==> config.mk <==
export PLATFORM = sky130hd
export DESIGN_NAME = srf_ram
export DESIGN_NICKNAME = d
export VERILOG_FILES = /design/src/design/srf_ram.sv
export SDC_FILE = /design/constraint.sdc
export NUM_CORES = 2
export LEC_CHECK = 0
export ABC_AREA = 1
export CAP_MARGIN = 30
export CORE_MARGIN = 5
export CORE_UTILIZATION = 25
export CTS_CLUSTER_DIAMETER = 40
export DETAILED_ROUTE_END_ITERATION = 10
export DONT_BUFFER_PORTS = 1
export RECOVER_POWER = 25
export SLEW_MARGIN = 25
export SYNTH_ARGS = -nofsm -noshare
export SYNTH_HDL_FRONTEND = slang
export SYNTH_SLANG_ARGS = --single-unit
==> constraint.sdc <==
create_clock -name clk -period 2 [get_ports clk]
set_clock_uncertainty 0.1 [all_clocks]
set_input_delay 0 -clock clk [delete_from_list [all_inputs] [get_ports clk]]
set_output_delay 0 -clock clk [all_outputs]
set_load 0.01 [all_outputs]
==> src/design/srf_ram.sv <==
`default_nettype none

module srf_ram #(
	parameter int WIDTH = 8,
	parameter int DEPTH = 256
) (
	input  wire logic                     clk,
	input  wire logic                     we,
	input  wire logic [$clog2(DEPTH)-1:0] waddr,
	input  wire logic [WIDTH-1:0]         wdata,
	input  wire logic                     re,
	input  wire logic [$clog2(DEPTH)-1:0] raddr,
	output logic      [WIDTH-1:0]         rdata
);

	logic [WIDTH-1:0] mem [DEPTH];

	// write port
	always_ff @(posedge clk) begin
		if (we) begin
			mem[waddr] <= wdata;
		end
	end

	// registered read, output holds between reads
	always_ff @(posedge clk) begin
		if (re) begin
			rdata <= mem[raddr];
		end
	end

endmodule

`default_nettype wire

**Yosys cells after proc, flatten, opt, wreduce, memory -nomap -nowiden**

Memories as Yosys holds them, arrays and structs flattened. A register that Yosys moved wholly into a read port is not among the register bits.
Index checks and enable logic that the tools add are counted.

- Input bits: 27
- Memories kept: 1
- Output and inout bits: 8
- Bits in writable memories: 2048
- Bits in registers: 0

- Muxes and demuxes: 2

Memories:

| name | depth | width | read ports | clocked after memory_dff | wr ports | line | RTL |
|---|---|---|---|---|---|---|---|
| mem | 256 | 8 | 1 | 1 | 1 | 16 | `logic [WIDTH-1:0] mem [DEPTH];` |

Operator list:

| operator | count |
|---|---|
| $mux W1 | 2 |

**Logic depth before layout (Yosys ltp)**

- Depth in word-level cells: 2
- Gate-level depth with buffers: 15

**Worst setup path after synthesis**

OpenSTA, ideal clock, no wires.

- Path type: input to register
- Start point: input port we
- End point: memory mem[162][0] (enable)
- Setup time: 0.370 ns
- Stages on the path: 4
- Data required time: 1.530 ns
- Data arrival time: 1.121 ns
- Slack: 0.409 ns
- Path buffers: 2
- Cell sequence: clkbuf_1 -> nand3_1 -> clkbuf_1 -> nor2_1

- Cells in the longest elaborated chain, start to end: 2

Ends and longest elaborated chain:

| item | line | RTL |
|---|---|---|
| start: declaration | 8 | `input wire logic we,` |
| $mux W1 | 20 | `if (we) begin` |
| $mux W1 (not written as such) | 21 | `mem[waddr] <= wdata;` |
| end: declaration | 16 |  |

No other way between the ends.

==> results.toml <==
[sta]
grt_setup_unrepaired = "true"
setup_tns_ns = -0.916
drv_slew = 0
max_freq_ghz = 0.460
finalCritPeriodShare = 1.09
period_needed_ns = 2.17
hold_viol = 2056
timing.max_slew.rel_slack = 0.0655
setup_slack_ns = -0.173
setup_violations = 8
whs_ns = -0.831
worstMarginPinSlew_ns = 1.40

[placement]
placed_cells = 11421
port_buffers = 0
place_ws_ns = -0.901
post-dp-hpwl_mm = 128
gp_congestion = 0.850

[layout]
area.sequential_um2 = 61700
n_fill_cell = 33611
multiInputGateArea_um2 = 19500
drive_gt1_frac = 0.124
mostFrequentLayoutCell = "nand2_1"
mostFrequentLayoutCells = "2115 x nand2_1, 2056 x edfxtp_1, 1961 x nand3_1"
final_cells = 11825
syn_to_final_growth_pct = 18.1
nets = 7302

[critical_path]
r2r_slack_ns = 0
crit_path_max_fanout = 513
path_cells = "clkinv_8 -> buf_12 -> buf_4 -> buf_4 -> nand3_1 -> nand3_1 -> nand3_1 -> nand3_1 -> nand3_1 -> nand3_1 -> nand2_2 -> nand2_1 -> nand2_1"
critPathBufInv = 4
worstPathArrival_ns = 2.68
cp-start-kind = "primary input"
cpMaxStageDelayCell = "clkinv_8"
endpoint_kind = "flip-flop"
critPathRequiredTime_ns = 2.51
crit_family = "buffers and inverters"
max_stage_delay_ns = 0.32
crit_type = "primary input to flip-flop"
cp_common_cell = "nand3_1"

[floorplanning]
start_util = 0.251
rows = 212
die_x_um = 588
dieHeight_um = 588
io_pins = 35
core-area_um2 = 333000
dieArea_um2 = 346000

[pwr]
p_int_mw = 71.0
clkPwrFrac = 0.426
p_per_area_nw_per_um2 = 922
seq_power_share = 0.523
p_comb_frac = 0.050
power_mw = 90.9
p_sw_mw = 19.9
ir_drop_v = 0.000756
p_leak_nw = 34.1
p_sw_frac = 0.219

[cts]
cts_sinks = 2056
htree_num_levels = 4
holdBufCountCts = 15
clk_pin_slew_ns = 0.06
cts.path.max_buffers = 4
cts_made_buffers = 212
root_buffer = "clkbuf_16"
clk_latency_ns = 0.87
cts_tree = "built"

[yosys]
ys_warn_count = 0
synth_seq_cells = 2056
syn_inst = 7003
synth.distinct_cells = 13
ys_seq_area_frac = 0.740
synthesis.nets = 7030
avgSynthCellArea_um2 = 11.9
syn_area_um2 = 83500

[hold_path]
hp-class = "primary input to flip-flop"

[run_status]
status = "finished, violations left"
violations = "negative hold slack, negative setup slack"

[detailed_routing]
drt-pass1-iter-count = 6
drt-wirelength-per-cell_um = 20.6
vias_per_cell = 4.73
ant_nets = 0
drc = 0
drtIter0Drc = 6077
num_vias = 55915
wl_mm = 243

[global_routing]
grt_max_degree = 1026
globalRouteOverflowTotal = 0
grt_first_pass_wirelength_mm = 352
grt_pass1_vias = 54884
track_usage = 0.132
antenna_found_initial = 10

[flow_run]
drv_cap = 0
[state kept, by name, summed over array words and instances (netlist names)]
register and flops:
rdata 8, mem 2048
[through the flow]
step	util	area, um2
detailed placement	0.273	91000
finish	0.296	98600
CTS	0.294	98100
global placement	0.273	91000
global route	0.296	98600
floorplan	-	83500
[worst register-to-register path, delay by kind of cell (launching register included)]
family           cells  cell delay, ns
DFF                  1            0.36
and+or+nand+nor     10            1.30
[routing by layer]
metal	vias up	GRT usage	share of wire
met3	503	0.0230	0.079
met5	-	0	0.00011
met4	4	0.0592	0.048
li1	25413	-	-
met2	2432	0.220	0.48
met1	27563	0.167	0.39
[synth_stat cells]
cell type	count	area (um2)
buf_8	1	15.0
inv_2	2	7.51
nand3_1	2019	10100
buf_4	46	345
edfxtp_1	2056	61700
buf_6	16	180
inv_1	36	135
buf_1	40	150
clkbuf_1	112	420
nor2_1	283	1060
buf_2	268	1340
nand2_1	2123	7970
inv_4	1	6.26
[timing repair]
| item | CTS | global route |
|---|---|---|
| buffers inserted | 0 | 0 |
| endpoints found under the setup margin | 7 | 120 |
| pin swaps | 0 | 1 |
| gates resized for setup | 29 | 50 |
| hold endpoints to repair | 4112 | 2056 |
| gates cloned | 0 | 9 |
[power groups by stage]
| stage | Sequential, mW | Clock (mW) | Combinational (mW) |
|---|---|---|---|
| global route | 47.5 | 41.1 | 4.95 |
| floorplan | 48.5 | 0 | 2.93 |
| global placement | 48.5 | 0 | 3.91 |
| detailed placement | 48.5 | 0 | 3.94 |
| finish | 47.6 | 38.8 | 4.58 |
| CTS | 47.6 | 39.4 | 4.03 |
[final timing paths]
path,startpoint,to,cells after the start
hold / removal,wdata[7],mem[101][7],0
setup / recovery,raddr[1],rdata[1],13
setup reg to reg,mem[135][3],rdata[3],10
hold reg to reg,mem[10][0],rdata[0],10
[kinds of logic (layout without fill, tap and decap cells)]
family / count (synthesis) / after routing / share of synthesized area
and+or+nand+nor: 4425 / 4425 / 0.229
buffers and inverters: 522 / 952 / 0.0312
DFF: 2056 / 2056 / 0.740
other: 0 / 5 / 0
[cell type report]
cell class	instances	share of cell area
diodes	5	0.000127
clock buffers	235	0.0551
clock inverters	137	0.0134
inverters	39	0.00188
multi-input cells	4425	0.198
flip-flops and latches	2056	0.626
well taps	4387	0.0557
repair buffers	541	0.0502
Note: power is estimated with default switching activity, not from simulation.
