`src/design/srf_pkg.sv`:
```
`default_nettype none

package srf_pkg;

	// field widths of one beat
	localparam int TS_W  = 32;
	localparam int ID_W  = 8;
	localparam int VAL_W = 32;
	localparam int CAP_W = 9;
	localparam int CNT_W = 32;

	// default store depth and capacity after reset
	localparam int DEPTH_DEFAULT = 256;
	localparam int CAP_RESET     = 256;

	// request codes
	typedef enum logic [1:0] {
		REQ_WRITE = 2'd0,
		REQ_READ  = 2'd1,
		REQ_PEEK  = 2'd2,
		REQ_CLEAR = 2'd3
	} req_type_t;

	// one stored record
	typedef struct packed {
		logic [TS_W-1:0]  ts;
		logic [ID_W-1:0]  id;
		logic [VAL_W-1:0] val;
	} rec_t;

	localparam int REC_W = $bits(rec_t);

	// status of one request, carried from control to output stage
	typedef struct packed {
		logic             ok;
		logic             use_rd;
		logic [CAP_W-1:0] fill_count;
		logic             is_full;
		logic             buf_empty;
		logic             overflow_seen;
		logic [CNT_W-1:0] overflow_total;
	} status_t;

endpackage

`default_nettype wire

```
`src/design/srf_req_if.sv`:
```
`default_nettype none

interface srf_req_if;
	logic                      valid;
	logic                      ready;
	logic [1:0]                req_type;
	logic [srf_pkg::TS_W-1:0]  wr_timestamp;
	logic [srf_pkg::ID_W-1:0]  wr_sensor_id;
	logic [srf_pkg::VAL_W-1:0] wr_value;

	modport source (
		output valid, req_type, wr_timestamp, wr_sensor_id, wr_value,
		input  ready
	);

	modport sink (
		input  valid, req_type, wr_timestamp, wr_sensor_id, wr_value,
		output ready
	);
endinterface

`default_nettype wire

```
`src/design/srf_ctrl.sv`:
```
`default_nettype none

module srf_ctrl #(
	parameter int DEPTH = srf_pkg::DEPTH_DEFAULT
) (
	input  wire logic                          clk,
	input  wire logic                          arst_n,
	srf_req_if.sink                            req,
	input  wire logic                          cfg_we,
	input  wire logic [srf_pkg::CAP_W-1:0]     cfg_wdata,
	input  wire logic                          adv,
	output logic                               ram_we,
	output logic      [$clog2(DEPTH)-1:0]      ram_waddr,
	output logic      [srf_pkg::REC_W-1:0]     ram_wdata,
	output logic                               ram_re,
	output logic      [$clog2(DEPTH)-1:0]      ram_raddr,
	output logic                               valid_s1,
	output srf_pkg::status_t                   status_s1
);

	localparam int AW = $clog2(DEPTH);
	localparam int MW = (AW + 1 > srf_pkg::CAP_W) ? AW + 1 : srf_pkg::CAP_W;
	localparam logic [AW:0] DEPTH_N = (AW + 1)'(DEPTH);
	localparam logic [srf_pkg::CAP_W-1:0] DEPTH_CAP =
		(DEPTH > 511) ? 9'd511 : srf_pkg::CAP_W'(DEPTH);
	localparam logic [srf_pkg::CAP_W-1:0] CAP_RST =
		(DEPTH < srf_pkg::CAP_RESET) ? srf_pkg::CAP_W'(DEPTH)
		                             : srf_pkg::CAP_W'(srf_pkg::CAP_RESET);

	logic [srf_pkg::CAP_W-1:0] cap_q;
	logic [AW-1:0]             wslot_q, wslot_d;
	logic [AW-1:0]             rslot_q, rslot_d;
	logic [srf_pkg::CAP_W-1:0] held_q, held_d;
	logic [srf_pkg::CNT_W-1:0] total_q, total_d;
	logic                      sticky_q, sticky_d;
	logic                      accept;
	logic                      ok_d, use_rd_d, we_d, re_d;
	logic [srf_pkg::CAP_W-1:0] cap_cfg;
	srf_pkg::rec_t             rec_in;

	// slot advance with wrap at capacity or depth
	function automatic logic [AW-1:0] next_slot(input logic [AW-1:0] s,
	                                            input logic [srf_pkg::CAP_W-1:0] cap);
		logic [AW:0] n;
		n = {1'b0, s} + (AW + 1)'(1);
		if (MW'(n) >= MW'(cap) || n >= DEPTH_N) begin
			next_slot = '0;
		end else begin
			next_slot = n[AW-1:0];
		end
	endfunction

	assign req.ready = !valid_s1 || adv;
	assign accept    = req.valid && req.ready;

	// clamp of a capacity write
	always_comb begin
		if (cfg_wdata == '0) begin
			cap_cfg = srf_pkg::CAP_W'(1);
		end else if (cfg_wdata > DEPTH_CAP) begin
			cap_cfg = DEPTH_CAP;
		end else begin
			cap_cfg = cfg_wdata;
		end
	end

	// request decode and next state
	always_comb begin
		wslot_d  = wslot_q;
		rslot_d  = rslot_q;
		held_d   = held_q;
		total_d  = total_q;
		sticky_d = sticky_q;
		ok_d     = 1'b0;
		use_rd_d = 1'b0;
		we_d     = 1'b0;
		re_d     = 1'b0;
		case (srf_pkg::req_type_t'(req.req_type))
			srf_pkg::REQ_WRITE: begin
				if (held_q >= cap_q) begin
					total_d  = total_q + srf_pkg::CNT_W'(1);
					sticky_d = 1'b1;
				end else begin
					we_d    = 1'b1;
					wslot_d = next_slot(wslot_q, cap_q);
					held_d  = held_q + srf_pkg::CAP_W'(1);
					ok_d    = 1'b1;
				end
			end
			srf_pkg::REQ_READ: begin
				if (held_q != '0) begin
					re_d     = 1'b1;
					ok_d     = 1'b1;
					use_rd_d = 1'b1;
					rslot_d  = next_slot(rslot_q, cap_q);
					held_d   = held_q - srf_pkg::CAP_W'(1);
				end
			end
			srf_pkg::REQ_PEEK: begin
				if (held_q != '0) begin
					re_d     = 1'b1;
					ok_d     = 1'b1;
					use_rd_d = 1'b1;
				end
			end
			srf_pkg::REQ_CLEAR: begin
				wslot_d = '0;
				rslot_d = '0;
				held_d  = '0;
				ok_d    = 1'b1;
			end
			default: begin
				ok_d = 1'b0;
			end
		endcase
	end

	// memory access for the accepted beat
	assign rec_in.ts  = req.wr_timestamp;
	assign rec_in.id  = req.wr_sensor_id;
	assign rec_in.val = req.wr_value;
	assign ram_we     = accept && we_d;
	assign ram_waddr  = wslot_q;
	assign ram_wdata  = rec_in;
	assign ram_re     = accept && re_d;
	assign ram_raddr  = rslot_q;

	// fifo state and capacity register
	always_ff @(posedge clk or negedge arst_n) begin
		if (!arst_n) begin
			cap_q    <= CAP_RST;
			wslot_q  <= '0;
			rslot_q  <= '0;
			held_q   <= '0;
			total_q  <= '0;
			sticky_q <= 1'b0;
		end else if (accept) begin
			wslot_q  <= wslot_d;
			rslot_q  <= rslot_d;
			held_q   <= held_d;
			total_q  <= total_d;
			sticky_q <= sticky_d;
		end else if (cfg_we && held_q == '0) begin
			cap_q   <= cap_cfg;
			wslot_q <= '0;
			rslot_q <= '0;
		end
	end

	// stage 1 valid, waits here for the memory read
	always_ff @(posedge clk or negedge arst_n) begin
		if (!arst_n) begin
			valid_s1 <= 1'b0;
		end else if (accept) begin
			valid_s1 <= 1'b1;
		end else if (adv) begin
			valid_s1 <= 1'b0;
		end
	end

	// stage 1 status payload
	always_ff @(posedge clk) begin
		if (accept) begin
			status_s1.ok             <= ok_d;
			status_s1.use_rd         <= use_rd_d;
			status_s1.fill_count     <= held_d;
			status_s1.is_full        <= (held_d == cap_q);
			status_s1.buf_empty      <= (held_d == '0);
			status_s1.overflow_seen  <= sticky_d;
			status_s1.overflow_total <= total_d;
		end
	end

endmodule

`default_nettype wire

```
`src/flat_wrapper.sv`:
```
// flat-port wrapper written by rule: the top's interface ports become plain ports
module srf_ctrl_flat 
#(
	parameter int DEPTH = srf_pkg::DEPTH_DEFAULT
)
  (clk, arst_n, cfg_we, cfg_wdata, adv, ram_we, ram_waddr, ram_wdata, ram_re, ram_raddr, valid_s1, status_s1, req_valid, req_req_type, req_wr_timestamp, req_wr_sensor_id, req_wr_value, req_ready);
  srf_req_if req_i ();
  input  wire logic clk;
  input  wire logic arst_n;
  input  wire logic cfg_we;
  input  wire logic [srf_pkg::CAP_W-1:0] cfg_wdata;
  input  wire logic adv;
  output logic ram_we;
  output logic      [$clog2(DEPTH)-1:0] ram_waddr;
  output logic      [srf_pkg::REC_W-1:0] ram_wdata;
  output logic ram_re;
  output logic      [$clog2(DEPTH)-1:0] ram_raddr;
  output logic valid_s1;
  output srf_pkg::status_t status_s1;
  input wire logic [$bits(req_i.valid)-1:0] req_valid;
  input wire logic [$bits(req_i.req_type)-1:0] req_req_type;
  input wire logic [$bits(req_i.wr_timestamp)-1:0] req_wr_timestamp;
  input wire logic [$bits(req_i.wr_sensor_id)-1:0] req_wr_sensor_id;
  input wire logic [$bits(req_i.wr_value)-1:0] req_wr_value;
  output wire logic [$bits(req_i.ready)-1:0] req_ready;
  assign req_i.valid = req_valid;
  assign req_i.req_type = req_req_type;
  assign req_i.wr_timestamp = req_wr_timestamp;
  assign req_i.wr_sensor_id = req_wr_sensor_id;
  assign req_i.wr_value = req_wr_value;
  assign req_ready = req_i.ready;
  srf_ctrl #(.DEPTH(DEPTH)) u_core (.clk(clk), .arst_n(arst_n), .req(req_i), .cfg_we(cfg_we), .cfg_wdata(cfg_wdata), .adv(adv), .ram_we(ram_we), .ram_waddr(ram_waddr), .ram_wdata(ram_wdata), .ram_re(ram_re), .ram_raddr(ram_raddr), .valid_s1(valid_s1), .status_s1(status_s1));
endmodule
```
`config.mk`:
```
export PLATFORM = sky130hd
export DESIGN_NAME = srf_ctrl_flat
export DESIGN_NICKNAME = d
export VERILOG_FILES = /design/src/design/srf_pkg.sv /design/src/design/srf_req_if.sv /design/src/design/srf_ctrl.sv /design/src/flat_wrapper.sv
export SDC_FILE = /design/constraint.sdc
export NUM_CORES = 1
export LEC_CHECK = 0
export BUFFER_PORTS_ARGS = -buffer_cell sky130_fd_sc_hd__buf_2
export CORE_ASPECT_RATIO = 1.5
export CORE_MARGIN = 2
export CORE_UTILIZATION = 52
export CTS_CLUSTER_DIAMETER = 100
export DETAILED_ROUTE_END_ITERATION = 16
export GPL_TIMING_DRIVEN = 0
export PLACE_DENSITY = 0.84
export SYNTH_ARGS = -nofsm -noshare
export SYNTH_HDL_FRONTEND = slang
export SYNTH_SLANG_ARGS = --single-unit
```
`constraint.sdc`:
```
create_clock -name clk -period 6.6 [get_ports clk]
set_clock_uncertainty 0.2 [all_clocks]
set_input_delay 1.98 -clock clk [delete_from_list [all_inputs] [get_ports clk]]
set_output_delay 1.98 -clock clk [all_outputs]
set_load 0.02 [all_outputs]
```
-- Yosys cells after proc, flatten, opt, wreduce, memory -nomap -nowiden
Index checks and enable logic that the tools add are counted.
- bits in registers: 114
- bits in latches: 0
- memory bits (writable): 0
- ROM bits: 0
- word-level logic and storage cells: 78
- memories: 0
- add/subtract/negate cells: 5
- multiply operators: 0
- divide/modulo/power cells: 0
- order comparisons: 6
- equality and inequality tests: 8
- shift operators: 0
- mux-type cells: 25
- bitwise logic cells: 1
- reduce and logical (&&, ||, !) cells: 19
- operators by type and width (cell ; count):
    $mux 32 ; 2
    $mux 8 ; 7
    $mux 9 ; 4
    $add 32x1->32 const B ; 1
    $pmux 8 s2 ; 2
    $ge 9x9->1 ; 3
    $logic_not 9->1 ; 3
    $pmux 9 s3 ; 1
    $add 8x1->9 const B ; 2
    $ge 9x9->1 const B ; 2
    $ne 3x3->1 const B ; 4
    $add 9x1->9 const B ; 1
    $eq 9x9->1 ; 1
    $gt 9x9->1 const B ; 1
    $reduce_bool 9->1 ; 1
    $sub 9x1->9 const B ; 1
    $mux 1 ; 8
    $reduce_and 3->1 ; 2
    $eq 2x2->1 const B ; 2
    $logic_and 1x1->1 ; 4
    $reduce_bool 2->1 ; 2
    $logic_or 1x1->1 ; 3
    $pmux 1 s3 ; 1
    $eq 2x1->1 const B ; 1
    5 further kinds ; 5

-- Longest topological paths before layout
- depth after elaboration: 7
- mapped depth: 11
- mapped depth without buffers: 10

-- Worst setup path after synthesis
Ideal clock, no wire load.
- kind: input -> output
- start point: input port adv
- end point: output port ram_re
- data arrival time: 4.702 ns
- data required time: 4.420 ns
- path slack: -0.282 ns
- stages on the path: 6
- cells stage by stage: nand2b_1 > nand2_1 > clkbuf_1 > inv_1 > clkbuf_1 > and3_1
- word-level cells in the longest chain between the ends: 3
- ends and longest elaborated chain (item ; RTL line ; source):
    start, declared ; flat_wrapper.sv:12 ; input wire logic adv;
    $logic_or 1x1->1 ; srf_ctrl.sv:53 ; assign req.ready = !valid_s1 || adv;
    $logic_and 1x1->1 ; srf_ctrl.sv:54 ; assign accept = req.valid && req.ready;
    via u_core.accept ; srf_ctrl.sv:36 ; logic accept;
    $logic_and 1x1->1 ; srf_ctrl.sv:125 ; assign ram_re = accept && re_d;
    end, declared ; flat_wrapper.sv:16 ; output logic ram_re;
The timed path passes the listed nets, and every way through them passes these cells.

-- Worst setup path after layout
Ends and elaborated chain as after synthesis.

==> out/metrics.yaml <==
finish:
  syn_to_final_growth_pct: 22.2
  final_cell_mix: "buf_2 (156), buf_4 (73), nand2_1 (72)"
  fill_cells: 1077
  layout-drive-gt1-share: 0.333
  stdcell_area_um2: 8670
  final_common_cell: "buf_2"
  antenna_cells: 0
  instances_no_fill: 1048
  nets: 998
routing:
  wl_per_cell_um: 15.7
  routed-via-count: 5728
  drt_wl_total_um: 16400
  drcViolationCount: 0
  ant_nets: 0
  vias_per_cell: 5.47
  drt_iter0_markers: 251
  first_pass_iters: 5
power_and_ir_drop:
  p_clk_frac: 0.306
  swShare: 0.382
  p_int_w: 0.00187
  p_leak_nw: 4.25
  netSwitchingPower_w: 0.00115
  power_density_nw_per_um2: 348
  ir_worst_vdd_uv: 181
  pwr-share-seq: 0.316
  power_frac_comb: 0.378
setup_path:
  start_kind: "input pin"
  critPathMaxFanout: 55
  critPathArrivalTime_ns: 4.14
  endpoint_kind: "primary output"
  critPathKind: "input pin to primary output"
  crit_required_ns: 4.42
  crit_path_start: "adv"
  timing.rr.start: "u_core.held_q[0]"
floorplanning:
  core-area_um2: 13400
  io_pins: 226
  dieArea_um2: 14600
  die_width_um: 99.4
  row_count: 52
  die_y_um: 147
  start_util: 0.530
hold_path:
  hold_start: "u_core.cap_q[3]"
  min_path_type: "register to register"
sta:
  worstMarginPinSlew_ns: 0.920
  whs_ns: 0.278
  fin_crit_ns: 6.32
  fmaxAchievable_mhz: 158
  fin_tns_setup_ns: 0
  worst_slack_ns: 0.281
  maxSlewViolCount: 0
  finalHoldViolations: 0
  min_period_over_period: 0.957
  max_slew_margin: 0.387
  setup_viol: 0
  rsz0062_at_grt: "no"
run:
  cap_viol_max_count: 0
logic_synthesis:
  synth-edff-count: 46
  synth.distinct_cells: 73
  ys_seq_area_frac: 0.434
  ys_async_sr_fraction: 0.596
  synthCells: 701
  synth.area.top_cells: "dfrtp_1 (24%), edfxtp_1 (19%), buf_4 (7.6%)"
  syn-num-nets: 826
  synth_area_leader_cell: "dfrtp_1"
  synth_area_um2: 7100
  synth_ff_type: "dfrtp_1"
  synth_top_area_share: 0.236
  syn_area_per_cell_um2: 10.1
  yosysWarnings: 0
  synth_seq_cells: 114
clock_network:
  ctsLongestPathBuffers: 2
  clk_latency_ns: 0.41
  clock_sinks: 114
  clkTransAtPathRegs_ns: 0.06
  htreeDepth: 4
  cts_tree: "done"
  clock-root-buffer: "clkbuf_16"
  cts_made_buffers: 17
  hold_buffers: 0
grt:
  met1_usage: 0.244
  use_met3: 0.0438
  use_met2: 0.418
  overflow: 0
  grt_pass1_vias: 5544
  grt_pass1_wl_um: 26200
  grt_antenna_before_repair: 0
  grt_start_max_net_pins: 69
  grt.total_usage: 0.226
  grt-busiest-layer: "met2"
placed_design:
  placed_area_um2: 8070
  gp_congestion: 0.997
  pre_cts_ws_ns: -0.411
  io_buffers: 153
  place_hpwl_um: 12200
  placed_cells: 1016
status:
  status: "complete, no violations"
layout make-up:
class,instances,area (um2),share of cell area
multi-input cells,472,3310,0.382
flip-flops and latches,114,3080,0.356
repair buffers,153,768,0.0886
plain buffers,89,614,0.0708
clock buffers,17,425,0.0490
well taps,162,203,0.0234
clock inverters,15,173,0.0199
inverters,26,97.6,0.0113
per-stage QoR:
step | util | power [W]
2_1_floorplan | - | 0.00178
3_3_place_gp | 0.602 | 0.00208
3_5_place_dp | 0.602 | 0.00209
4_1_cts | 0.647 | 0.00302
5_1_grt | 0.647 | 0.00321
6_report | 0.647 | 0.00302
per-layer routing:
metal  share of wire  routed length [um]
met3           0.069                1130
met1            0.37                6130
met2            0.53                8670
met5               0                   0
met4           0.029                 484
cells in the mapped netlist, types with 6 or more instances:
cell      instances
dfrtp_1          67
nand2_1          72
edfxtp_1         46
inv_1            26
a21oi_1          13
nor2_1           44
o21ai_0          32
clkbuf_1         12
a21o_1            6
and3_1           17
nand4_1           9
o31ai_1           6
nand2b_1         19
or3_1            10
a22o_1            8
buf_4            72
ha_1             37
xnor2_1          42
nor3_1           16
nand3_1          26
nor2b_1           6
xor2_1           39
timing repair:
action,in CTS,in global routing
endpoints found under the setup margin,1,0
resized for setup,2,0
hold endpoints to repair,0,0
setup buffers,0,0
worst paths after layout:
| check | slack [ns] | endpoint | depth (start not counted) |
|---|---|---|---|
| worst max-delay path | 0.28 | ram_re | 8 |
| worst min-delay path | 0.28 | u_core.cap_q[3] | 2 |
| worst max register to register | 3.02 | u_core.status_s1[34] | 10 |
| worst min register to register | 0.28 | u_core.cap_q[3] | 2 |
| max in group asynchronous | 4.10 | u_core.cap_q[0] | 1 |
| min in group asynchronous | 1.46 | u_core.held_q[2] | 1 |
sequential cells by signal (all words and copies together), names as in the netlist:
name	count
u_core.cap_q	9
u_core.held_q	9
u_core.ram_raddr	8
u_core.ram_waddr	8
u_core.status_s1	46
u_core.sticky_q	1
u_core.total_q	32
u_core.valid_s1	1
worst max-delay path, cell delays in order:
cell	delay [ns]
buf_2	0.07
nand2b_1	0.12
nand2_1	0.21
clkbuf_2	0.30
inv_1	0.28
clkbuf_4	0.70
and3_1	0.28
buf_2	0.17
power groups by stage:
stage                     clock (W)  combinational [W]  sequential, W
after floorplan                   0           0.000785       0.000994
after global placement            0            0.00111       0.000962
after detailed placement          0            0.00113       0.000965
after CTS                  0.000936            0.00114       0.000953
after global routing       0.000968            0.00127       0.000969
final                      0.000925            0.00114       0.000953
cell families after synthesis:
group,after synthesis,share of synthesized area
buf+inv,115,0.0996
xor+xnor,82,0.102
flops,114,0.434
compound gates,104,0.113
simple gates,244,0.177
fa+ha+maj,37,0.0652
mux,5,0.00775
Note: power is estimated with default switching activity, not from simulation.
