===== src/design/srf_pkg.sv =====
`default_nettype none

package srf_pkg;

	// field widths of one beat
	localparam int TS_W  = 32;
	localparam int ID_W  = 8;
	localparam int VAL_W = 32;
	localparam int CAP_W = 9;
	localparam int CNT_W = 32;

	// default store depth and capacity after reset
	localparam int DEPTH_DEFAULT = 256;
	localparam int CAP_RESET     = 256;

	// request codes
	typedef enum logic [1:0] {
		REQ_WRITE = 2'd0,
		REQ_READ  = 2'd1,
		REQ_PEEK  = 2'd2,
		REQ_CLEAR = 2'd3
	} req_type_t;

	// one stored record
	typedef struct packed {
		logic [TS_W-1:0]  ts;
		logic [ID_W-1:0]  id;
		logic [VAL_W-1:0] val;
	} rec_t;

	localparam int REC_W = $bits(rec_t);

	// status of one request, carried from control to output stage
	typedef struct packed {
		logic             ok;
		logic             use_rd;
		logic [CAP_W-1:0] fill_count;
		logic             is_full;
		logic             buf_empty;
		logic             overflow_seen;
		logic [CNT_W-1:0] overflow_total;
	} status_t;

endpackage

`default_nettype wire


===== src/design/srf_rsp_if.sv =====
`default_nettype none

interface srf_rsp_if;
	logic                      valid;
	logic                      ready;
	logic                      ok;
	logic [srf_pkg::TS_W-1:0]  rd_timestamp;
	logic [srf_pkg::ID_W-1:0]  rd_sensor_id;
	logic [srf_pkg::VAL_W-1:0] rd_value;
	logic [srf_pkg::CAP_W-1:0] fill_count;
	logic                      is_full;
	logic                      buf_empty;
	logic                      overflow_seen;
	logic [srf_pkg::CNT_W-1:0] overflow_total;

	modport source (
		output valid, ok, rd_timestamp, rd_sensor_id, rd_value, fill_count,
		       is_full, buf_empty, overflow_seen, overflow_total,
		input  ready
	);

	modport sink (
		input  valid, ok, rd_timestamp, rd_sensor_id, rd_value, fill_count,
		       is_full, buf_empty, overflow_seen, overflow_total,
		output ready
	);
endinterface

`default_nettype wire


===== src/design/srf_out_stage.sv =====
`default_nettype none

module srf_out_stage (
	input  wire logic                      clk,
	input  wire logic                      arst_n,
	input  wire logic                      valid_s1,
	input  wire srf_pkg::status_t          status_s1,
	input  wire logic [srf_pkg::REC_W-1:0] rdata,
	output logic                           adv,
	srf_rsp_if.source                      rsp
);

	srf_pkg::rec_t rec_rd;
	logic          valid_q;

	assign rec_rd = srf_pkg::rec_t'(rdata);
	assign adv    = !valid_q || rsp.ready;

	// output register valid
	always_ff @(posedge clk or negedge arst_n) begin
		if (!arst_n) begin
			valid_q <= 1'b0;
		end else if (adv) begin
			valid_q <= valid_s1;
		end
	end

	// output payload, data fields zero unless a record was read
	always_ff @(posedge clk) begin
		if (adv && valid_s1) begin
			rsp.ok             <= status_s1.ok;
			rsp.rd_timestamp   <= status_s1.use_rd ? rec_rd.ts  : '0;
			rsp.rd_sensor_id   <= status_s1.use_rd ? rec_rd.id  : '0;
			rsp.rd_value       <= status_s1.use_rd ? rec_rd.val : '0;
			rsp.fill_count     <= status_s1.fill_count;
			rsp.is_full        <= status_s1.is_full;
			rsp.buf_empty      <= status_s1.buf_empty;
			rsp.overflow_seen  <= status_s1.overflow_seen;
			rsp.overflow_total <= status_s1.overflow_total;
		end
	end

	assign rsp.valid = valid_q;

endmodule

`default_nettype wire

===== src/flat_wrapper.sv =====
// flat-port wrapper written by rule: the top's interface ports become plain ports
module srf_out_stage_flat 
  (clk, arst_n, valid_s1, status_s1, rdata, adv, rsp_valid, rsp_ok, rsp_rd_timestamp, rsp_rd_sensor_id, rsp_rd_value, rsp_fill_count, rsp_is_full, rsp_buf_empty, rsp_overflow_seen, rsp_overflow_total, rsp_ready);
  srf_rsp_if rsp_i ();
  input  wire logic clk;
  input  wire logic arst_n;
  input  wire logic valid_s1;
  input  wire srf_pkg::status_t status_s1;
  input  wire logic [srf_pkg::REC_W-1:0] rdata;
  output logic adv;
  output wire logic [$bits(rsp_i.valid)-1:0] rsp_valid;
  output wire logic [$bits(rsp_i.ok)-1:0] rsp_ok;
  output wire logic [$bits(rsp_i.rd_timestamp)-1:0] rsp_rd_timestamp;
  output wire logic [$bits(rsp_i.rd_sensor_id)-1:0] rsp_rd_sensor_id;
  output wire logic [$bits(rsp_i.rd_value)-1:0] rsp_rd_value;
  output wire logic [$bits(rsp_i.fill_count)-1:0] rsp_fill_count;
  output wire logic [$bits(rsp_i.is_full)-1:0] rsp_is_full;
  output wire logic [$bits(rsp_i.buf_empty)-1:0] rsp_buf_empty;
  output wire logic [$bits(rsp_i.overflow_seen)-1:0] rsp_overflow_seen;
  output wire logic [$bits(rsp_i.overflow_total)-1:0] rsp_overflow_total;
  input wire logic [$bits(rsp_i.ready)-1:0] rsp_ready;
  assign rsp_valid = rsp_i.valid;
  assign rsp_ok = rsp_i.ok;
  assign rsp_rd_timestamp = rsp_i.rd_timestamp;
  assign rsp_rd_sensor_id = rsp_i.rd_sensor_id;
  assign rsp_rd_value = rsp_i.rd_value;
  assign rsp_fill_count = rsp_i.fill_count;
  assign rsp_is_full = rsp_i.is_full;
  assign rsp_buf_empty = rsp_i.buf_empty;
  assign rsp_overflow_seen = rsp_i.overflow_seen;
  assign rsp_overflow_total = rsp_i.overflow_total;
  assign rsp_i.ready = rsp_ready;
  srf_out_stage u_core (.clk(clk), .arst_n(arst_n), .valid_s1(valid_s1), .status_s1(status_s1), .rdata(rdata), .adv(adv), .rsp(rsp_i));
endmodule

===== config.mk =====
export PLATFORM = sky130hd
export DESIGN_NAME = srf_out_stage_flat
export DESIGN_NICKNAME = d
export VERILOG_FILES = /design/src/design/srf_pkg.sv /design/src/design/srf_rsp_if.sv /design/src/design/srf_out_stage.sv /design/src/flat_wrapper.sv
export SDC_FILE = /design/constraint.sdc
export NUM_CORES = 1
export LEC_CHECK = 0
export ABC_CLOCK_PERIOD_IN_PS = 7290
export BUFFER_PORTS_ARGS = -buffer_cell sky130_fd_sc_hd__buf_2
export CAP_MARGIN = 20
export CORE_ASPECT_RATIO = 0.9
export CORE_MARGIN = 4
export CORE_UTILIZATION = 48
export CTS_BUF_LIST = sky130_fd_sc_hd__clkbuf_2 sky130_fd_sc_hd__clkbuf_4 sky130_fd_sc_hd__clkbuf_8
export DETAILED_ROUTE_END_ITERATION = 8
export PLACE_DENSITY = 0.95
export SLEW_MARGIN = 20
export SYNTH_ARGS = -nofsm -noshare
export SYNTH_HDL_FRONTEND = slang
export SYNTH_SLANG_ARGS = --single-unit

===== constraint.sdc =====
create_clock -name clk -period 7.29 [get_ports clk]
set_input_delay 0.3645 -clock clk [delete_from_list [all_inputs] [get_ports clk]]
set_output_delay 0.3645 -clock clk [all_outputs]
set_load 0.05 [all_outputs]

# [Yosys cells after proc, flatten, opt, wreduce, memory -nomap -nowiden]
# Cells that the tools add are included.
[totals] register_bits=118 elab_cells=13
[op_classes] reduce_logical=3
[ops] cell="$logic_and 1x1->1" count=1
[ops] cell="$logic_not 1->1" count=1
[ops] cell="$logic_or 1x1->1" count=1

# [Depth between registers and ports, before layout]
# Gate-level depths: netlist (run 1).
[logic_depth] depth_word=3 depth_mapped=2 ltp_nobuf=2

# [Least setup slack after synthesis (run 1)]
# No wires, ideal clock.
[synth_timing] kind="reg-to-reg" from="reg u_core.valid_q, in the netlist u_core.rsp.valid" to="reg u_core.rsp.buf_empty (enable)" setup_ns=0.489 arrival_ns=3.834 setup_slack_ns=2.967 stages_incl_launch_ff=3 n_path_buf=0 synth_period_minus_slack_ns=4.323 path_cell_list="dfrtp_1 > nand2b_1 > and2_1"
[synth_between] elab_chain_len=3
[synth_lines] item="start, declared" line="srf_out_stage.sv:14" rtl="logic valid_q;"
[synth_lines] item="start signal, assigned" line="srf_out_stage.sv:24" rtl="valid_q <= valid_s1;"
[synth_lines] item="$logic_not 1->1" line="srf_out_stage.sv:17" rtl="assign adv = !valid_q || rsp.ready;"
[synth_lines] item="$logic_or 1x1->1" line="srf_out_stage.sv:17"
[synth_lines] item="via adv" line="flat_wrapper.sv:10" rtl="output logic adv;"
[synth_lines] item="$logic_and 1x1->1" line="srf_out_stage.sv:30" rtl="if (adv && valid_s1) begin"
[synth_lines] item="end, declared" line="srf_rsp_if.sv:18" rtl="is_full, buf_empty, overflow_seen, overflow_total,"
# The timed path passes the listed nets, and every way through them passes these cells.
# A chain may end at the register's enable or synchronous reset.

# [Final worst setup path (run 1)]
[layout_timing] from="reg u_core.valid_q, in the netlist u_core.rsp.valid" to="reg u_core.rsp.rd_timestamp[28] (enable)"
[layout_between] elab_chain_len=3
[layout_lines] item="$logic_not 1->1" line="srf_out_stage.sv:17"
[layout_lines] item="$logic_or 1x1->1" line="srf_out_stage.sv:17"
[layout_lines] item="$logic_and 1x1->1" line="srf_out_stage.sv:30"
[layout_lines] item="end signal, assigned" line="srf_out_stage.sv:32" rtl="rsp.rd_timestamp <= status_s1.use_rd ? rec_rd.ts : '0;"
[layout_lines] item="end, declared" line="srf_rsp_if.sv:17" rtl="output valid, ok, rd_timestamp, rd_sensor_id, rd_value, fill_count,"
# Every way passes these cells.

==> results of run 1 <==
-- stage by stage --
stage          setup slack [ns]  hold WS [ns]  area [sq um]   util  power (mW)
2_1_floorplan              2.97        0.0689          4120      -       0.987
6_report                   5.32         0.127          5880  0.718        1.67
3_3_place_gp               5.07         0.139          5440  0.664        1.05
4_1_cts                    5.07        0.0822          5870  0.718        1.69
3_5_place_dp               4.99         0.141          5440  0.664        1.06
5_1_grt                    5.19        0.0773          5880  0.718        1.74
-- worst paths after layout --
kind / startpoint / to / slack [ns] / cells after the start
worst max-delay path: u_core.rsp.valid$_DFFE_PN0P_ / u_core.rsp.rd_timestamp[28]$_SDFFCE_PN0P_ / 5.32 / 3
worst min-delay path: status_s1[42] / u_core.rsp.fill_count[7]$_DFFE_PP_ / 0.13 / 1
worst max register to register: u_core.rsp.valid$_DFFE_PN0P_ / u_core.rsp.rd_timestamp[28]$_SDFFCE_PN0P_ / 5.32 / 3
worst min register to register: u_core.rsp.valid$_DFFE_PN0P_ / u_core.rsp.valid$_DFFE_PN0P_ / 0.54 / 2
max in group asynchronous: arst_n / u_core.rsp.valid$_DFFE_PN0P_ / 6.95 / 2
min in group asynchronous: arst_n / u_core.rsp.valid$_DFFE_PN0P_ / 0.26 / 2
-- state kept, by name, summed over array words and instances (netlist names) --
| register | flops |
|---|---|
| u_core.rsp.overflow_total | 32 |
| u_core.rsp.rd_timestamp | 32 |
| u_core.rsp.rd_value | 32 |
| u_core.rsp.fill_count | 9 |
| u_core.rsp.rd_sensor_id | 8 |
| u_core.rsp.buf_empty | 1 |
| u_core.rsp.is_full | 1 |
| u_core.rsp.ok | 1 |
| u_core.rsp.overflow_seen | 1 |
| u_core.rsp.valid | 1 |
-- layer usage --
| layer | GRT usage | share of wire | up-vias |
|---|---|---|---|
| met2 | 0.332 | 0.53 | 160 |
| met5 | 0 | 0 | - |
| li1 | - | - | 1235 |
| met3 | 0.0979 | 0.10 | 8 |
| met4 | 0.0636 | 0.010 | 0 |
| met1 | 0.187 | 0.35 | 1200 |
-- area by class of cell --
type                       instances  area share
clock buffer                      19      0.0424
multi-input combinational         75      0.0928
clock inverter                    13      0.0304
timing repair buffer             242       0.208
tap                              115      0.0245
sequential                       118       0.602
-- where the power goes --
| group | internal, mW | total, mW | switching [mW] |
|---|---|---|---|
| registers | 0.793 | 0.802 | 0.00894 |
| logic | 0.0614 | 0.241 | 0.179 |
| clock network | 0.379 | 0.630 | 0.251 |
| total | 1.23 | 1.67 | 0.439 |
-- cell families after synthesis --
| logic type | count (synthesis) |
|---|---|
| buffers and inverters | 7 |
| flip-flops | 118 |
| AND/OR/NAND/NOR | 75 |
-- placed cells by master, fill, tap and decap left out --
cell,n
dfrtp_1,1
clkbuf_4,2
clkbuf_8,17
and2_1,13
dlygate4sd3_1,1
nand2b_1,2
buf_6,1
bufinv_16,4
edfxtp_1,117
clkinv_4,1
buf_2,240
and2_4,1
clkinv_1,2
clkinvlp_4,2
and2_2,59
inv_6,2
clkinv_2,2
-- repair_timing --
action	in CTS	in global routing
setup buffers	0	0
endpoints found under the hold margin	1	0
hold buffers	1	0
-- critical path, stage by stage (launching register included) --
cell and delay [ns]:
dfrtp_1 0.38, nand2b_1 0.11, and2_4 0.35, buf_6 0.65
==> impl_results.md, run 1 <==
* Skew-Pair Late Insertion Delay at 0.41 ns
* Fin. max-slew vios at 0
* Outcome: complete, no violations
* Initial DRC Count at 64
* Worst EP required at 7.32 ns
* DRC viols at 0
* Aggregate global routing overflow at 0
* Share of cells above drive strength 1 at 0.709
* Worst hold path class: in -> reg
* Primary FF master, synth: edfxtp_1
* Initial core utilization at 0.503
* Number of global-route vias before repair at 2,621
* Register area share after synthesis at 0.860
* Number of antenna violations at the first check in global routing at 0
* Final Non-Filler Cells at 582
* Critical path fanouts, max at 93
* Diode count at 0
* Synth Area in Compound Gates at 0
* Setup TNS at 0 ns
* CTS tree: yes
* Crit path launch type: register
* DRT Wirelength at 9.53 mm
* Synth Area in Adders at 0
* H-tree levels at 4
* Yosys top cell area share at 0.853
* RSZ-0062 raised after global routing: false
* Antenna-violating nets left at 0
* First-pass GRT wire length at 13.8 mm
* Nets at 576
* Number of flops mapped to enable cells by yosys at 117
* Synth Area in Simple Gates at 0.132
* Multi-input logic area at 546 sq um
* Post-synth cell types at 6
* Clock Skew at 0.00580 ns
* LEAKAGE at 2.57 nW
* CP endpoint kind: register
* Clk buf depth at 2
* FP Rows at 31
* Peak supply drop at 0.185 mV
* First-pass detailed-route iteration total at 4
* Endpoints failing hold at 0
* Synth top cells by count: 117 x edfxtp_1, 59 x and2_2, 14 x and2_1
* WL/cell at 16.4 um
* Post-synthesis average cell area at 20.6 sq um
* Total die area at 0.0101 sq mm
* Period utilization at 0.270
* Async S/R FF share, synth at 0.00847
* Max Freq at 507 MHz
* Main combinational cell family by area after synthesis: simple AND/OR/NAND/NOR gates
* Setup-failing EPs final at 0
* Count leader, synth: edfxtp_1
* Number of port buffers at 240
* Worst Tran Pin Value at 0.866 ns
* Synthesized instance count at 200
* Resized Gates After CTS at 0
* Top post-synthesis cells by area: edfxtp_1 85%, and2_2 11%, and2_1 2.1%
* DP HPWL at 7.18 mm
* I/O pin count at 241
* P per Cell Area at 285 mW/mm^2
* Relative slew slack at 0.423
* Die height at 95.9 um
* Gpl congestion at 0.705
* Inst Count DP at 549
* CP Data Arrival Time at 2.00 ns
* Syn Nets at 322
* Synthesized flop and latch total at 118
* Overall Global Routing Usage at 0.186
* Sink Count at 118
* Root buf cell: clkbuf_8
* Multiplexer share of the synthesized area at 0
* Reg area at 0.00354 sq mm
* Number of buffers created by CTS at 17
* Largest net degree at the start of global routing at 94
* Routed vias at 2,603
* Die Width at 106 um
* CP Class: reg -> reg
* Syn-to-layout area delta at 42.8%
* Xor/xnor share of the synthesized area at 0
* Number of vias per cell at 4.47
* Core Region at 0.00818 sq mm
* Largest area contributor in the netlist: edfxtp_1
* MaxCap Viol Count at 0
* Yosys Warn Count at 0
* Minimum clock period at 1.97 ns
* Mapped cell area at 0.00412 sq mm
* Worst-path clk slew at 0.07 ns
* Fillers at 523
Note: power is estimated with default switching activity, not from simulation.
==> inputs of run 2 (changes only) <==
Settings changed: ABC_CLOCK_PERIOD_IN_PS 7290 to 1900, CORE_UTILIZATION 48 to 45, PLACE_DENSITY 0.95 to 0.91.
Clock period 7.29 ns to 1.9 ns, I/O delays scaled along.
==> run 2 against run 1 <==
The flow now stops in clock tree synthesis. Synthesized area stayed put. Synthesized cell count stayed put.
==> impl_results.md, run 2 <==
* Outcome: stopped before the end
* Fail Step: clock tree synthesis
* Log Error: [ERROR RSZ-0060] Max buffer count reached.
* Pre-CTS WS at 0.511 ns
* DP HPWL at 7.20 mm
* Number of port buffers at 240
* Synthesized flop and latch total at 118
* Synth Area in Adders at 0
* Resized Gates After CTS at 0
* Clk buf depth at 2
* Synth Area in Compound Gates at 0
* Count leader, synth: edfxtp_1
* I/O pin count at 241
* Sink Count at 118
* Setup repair bufs after CTS at 0
* Largest area contributor in the netlist: edfxtp_1
* Synth Area in Simple Gates at 0.132
* Main combinational cell family by area after synthesis: simple AND/OR/NAND/NOR gates
* Register area share after synthesis at 0.860
* Die Width at 109 um
* Mapped cell area at 0.00412 sq mm
* FP Rows at 32
* Number of flops mapped to enable cells by yosys at 117
* Root buf cell: clkbuf_8
* Initial core utilization at 0.472
* Gpl congestion at 0.697
* Die height at 98.7 um
* Synth top cells by count: 117 x edfxtp_1, 59 x and2_2, 14 x and2_1
* Number of buffers created by CTS at 17
* Xor/xnor share of the synthesized area at 0
* Post-synthesis average cell area at 20.6 sq um
* Top post-synthesis cells by area: edfxtp_1 85%, and2_2 11%, and2_1 2.1%
* Multiplexer share of the synthesized area at 0
* Async S/R FF share, synth at 0.00847
* Yosys top cell area share at 0.853
* Syn Nets at 322
* CTS Hold Bufs at 118
* Primary FF master, synth: edfxtp_1
* H-tree levels at 4
* Post-synth cell types at 6
* Synthesized instance count at 200
* Yosys Warn Count at 0
-- run 2: logic make-up after synthesis --
group,count (synthesis)
simple gates,75
flops,118
buf+inv,7
-- run 2: stage by stage --
stage | hold WS [ns] | instances | cell area, sq um
floorplan | -0.201 | 200 | 4130
global placement | -0.130 | 556 | 5500
detailed placement | -0.125 | 556 | 5500
==> inputs of run 3 (changes only) <==
Settings changed: CORE_ASPECT_RATIO 0.9 to default, CORE_UTILIZATION 45 to 40, CTS_BUF_LIST sky130_fd_sc_hd__clkbuf_2 sky130_fd_sc_hd__clkbuf_4 sky130_fd_sc_hd__clkbuf_8 to default, PLACE_DENSITY 0.91 to default, PLACE_DENSITY_LB_ADDON from default to 0.15.
==> run 3 against run 2 <==
Synthesized cell count unchanged. The flow again stops in clock tree synthesis. Synthesized area stayed put.
==> impl_results.md, run 3 <==
* Synth Area in Simple Gates at 0.132
* Outcome: stopped before the end
* DP HPWL at 7.11 mm
* Post-synthesis average cell area at 20.6 sq um
* Fail Step: clock tree synthesis
* CTS Hold Bufs at 121
* Syn Nets at 322
* Clk buf depth at 2
* I/O pin count at 241
* Async S/R FF share, synth at 0.00847
* H-tree levels at 4
* Register area share after synthesis at 0.860
* Top post-synthesis cells by area: edfxtp_1 85%, and2_2 11%, and2_1 2.1%
* Synth Area in Adders at 0
* Root buf cell: clkbuf_8
* Die height at 109 um
* Die Width at 109 um
* Setup repair bufs after CTS at 0
* Count leader, synth: edfxtp_1
* Post-synth cell types at 6
* Synth Area in Compound Gates at 0
* Gpl congestion at 0.751
* Sink Count at 118
* Synth top cells by count: 117 x edfxtp_1, 59 x and2_2, 14 x and2_1
* Initial core utilization at 0.415
* Synthesized instance count at 200
* Largest area contributor in the netlist: edfxtp_1
* Yosys Warn Count at 0
* Number of flops mapped to enable cells by yosys at 117
* Synthesized flop and latch total at 118
* Multiplexer share of the synthesized area at 0
* Log Error: [ERROR RSZ-0060] Max buffer count reached.
* Number of port buffers at 240
* Yosys top cell area share at 0.853
* Main combinational cell family by area after synthesis: simple AND/OR/NAND/NOR gates
* FP Rows at 36
* Inst Count DP at 570
* Primary FF master, synth: edfxtp_1
* Number of buffers created by CTS at 17
* Resized Gates After CTS at 0
* Xor/xnor share of the synthesized area at 0
* Mapped cell area at 0.00412 sq mm
run 3: kinds of logic after synthesis:
kind of cell	count (synthesis)
AND/OR/NAND/NOR	75
buffers and inverters	7
flip-flops	118
run 3: metrics by stage:
stage,instance area [sq um],setup WS (ns),utilization,setup TNS (ns),hold slack (ns)
global placement,5530,0.447,0.558,0,-0.126
floorplan,4130,-0.150,-,-17.57,-0.201
detailed placement,5530,0.431,0.558,0,-0.125
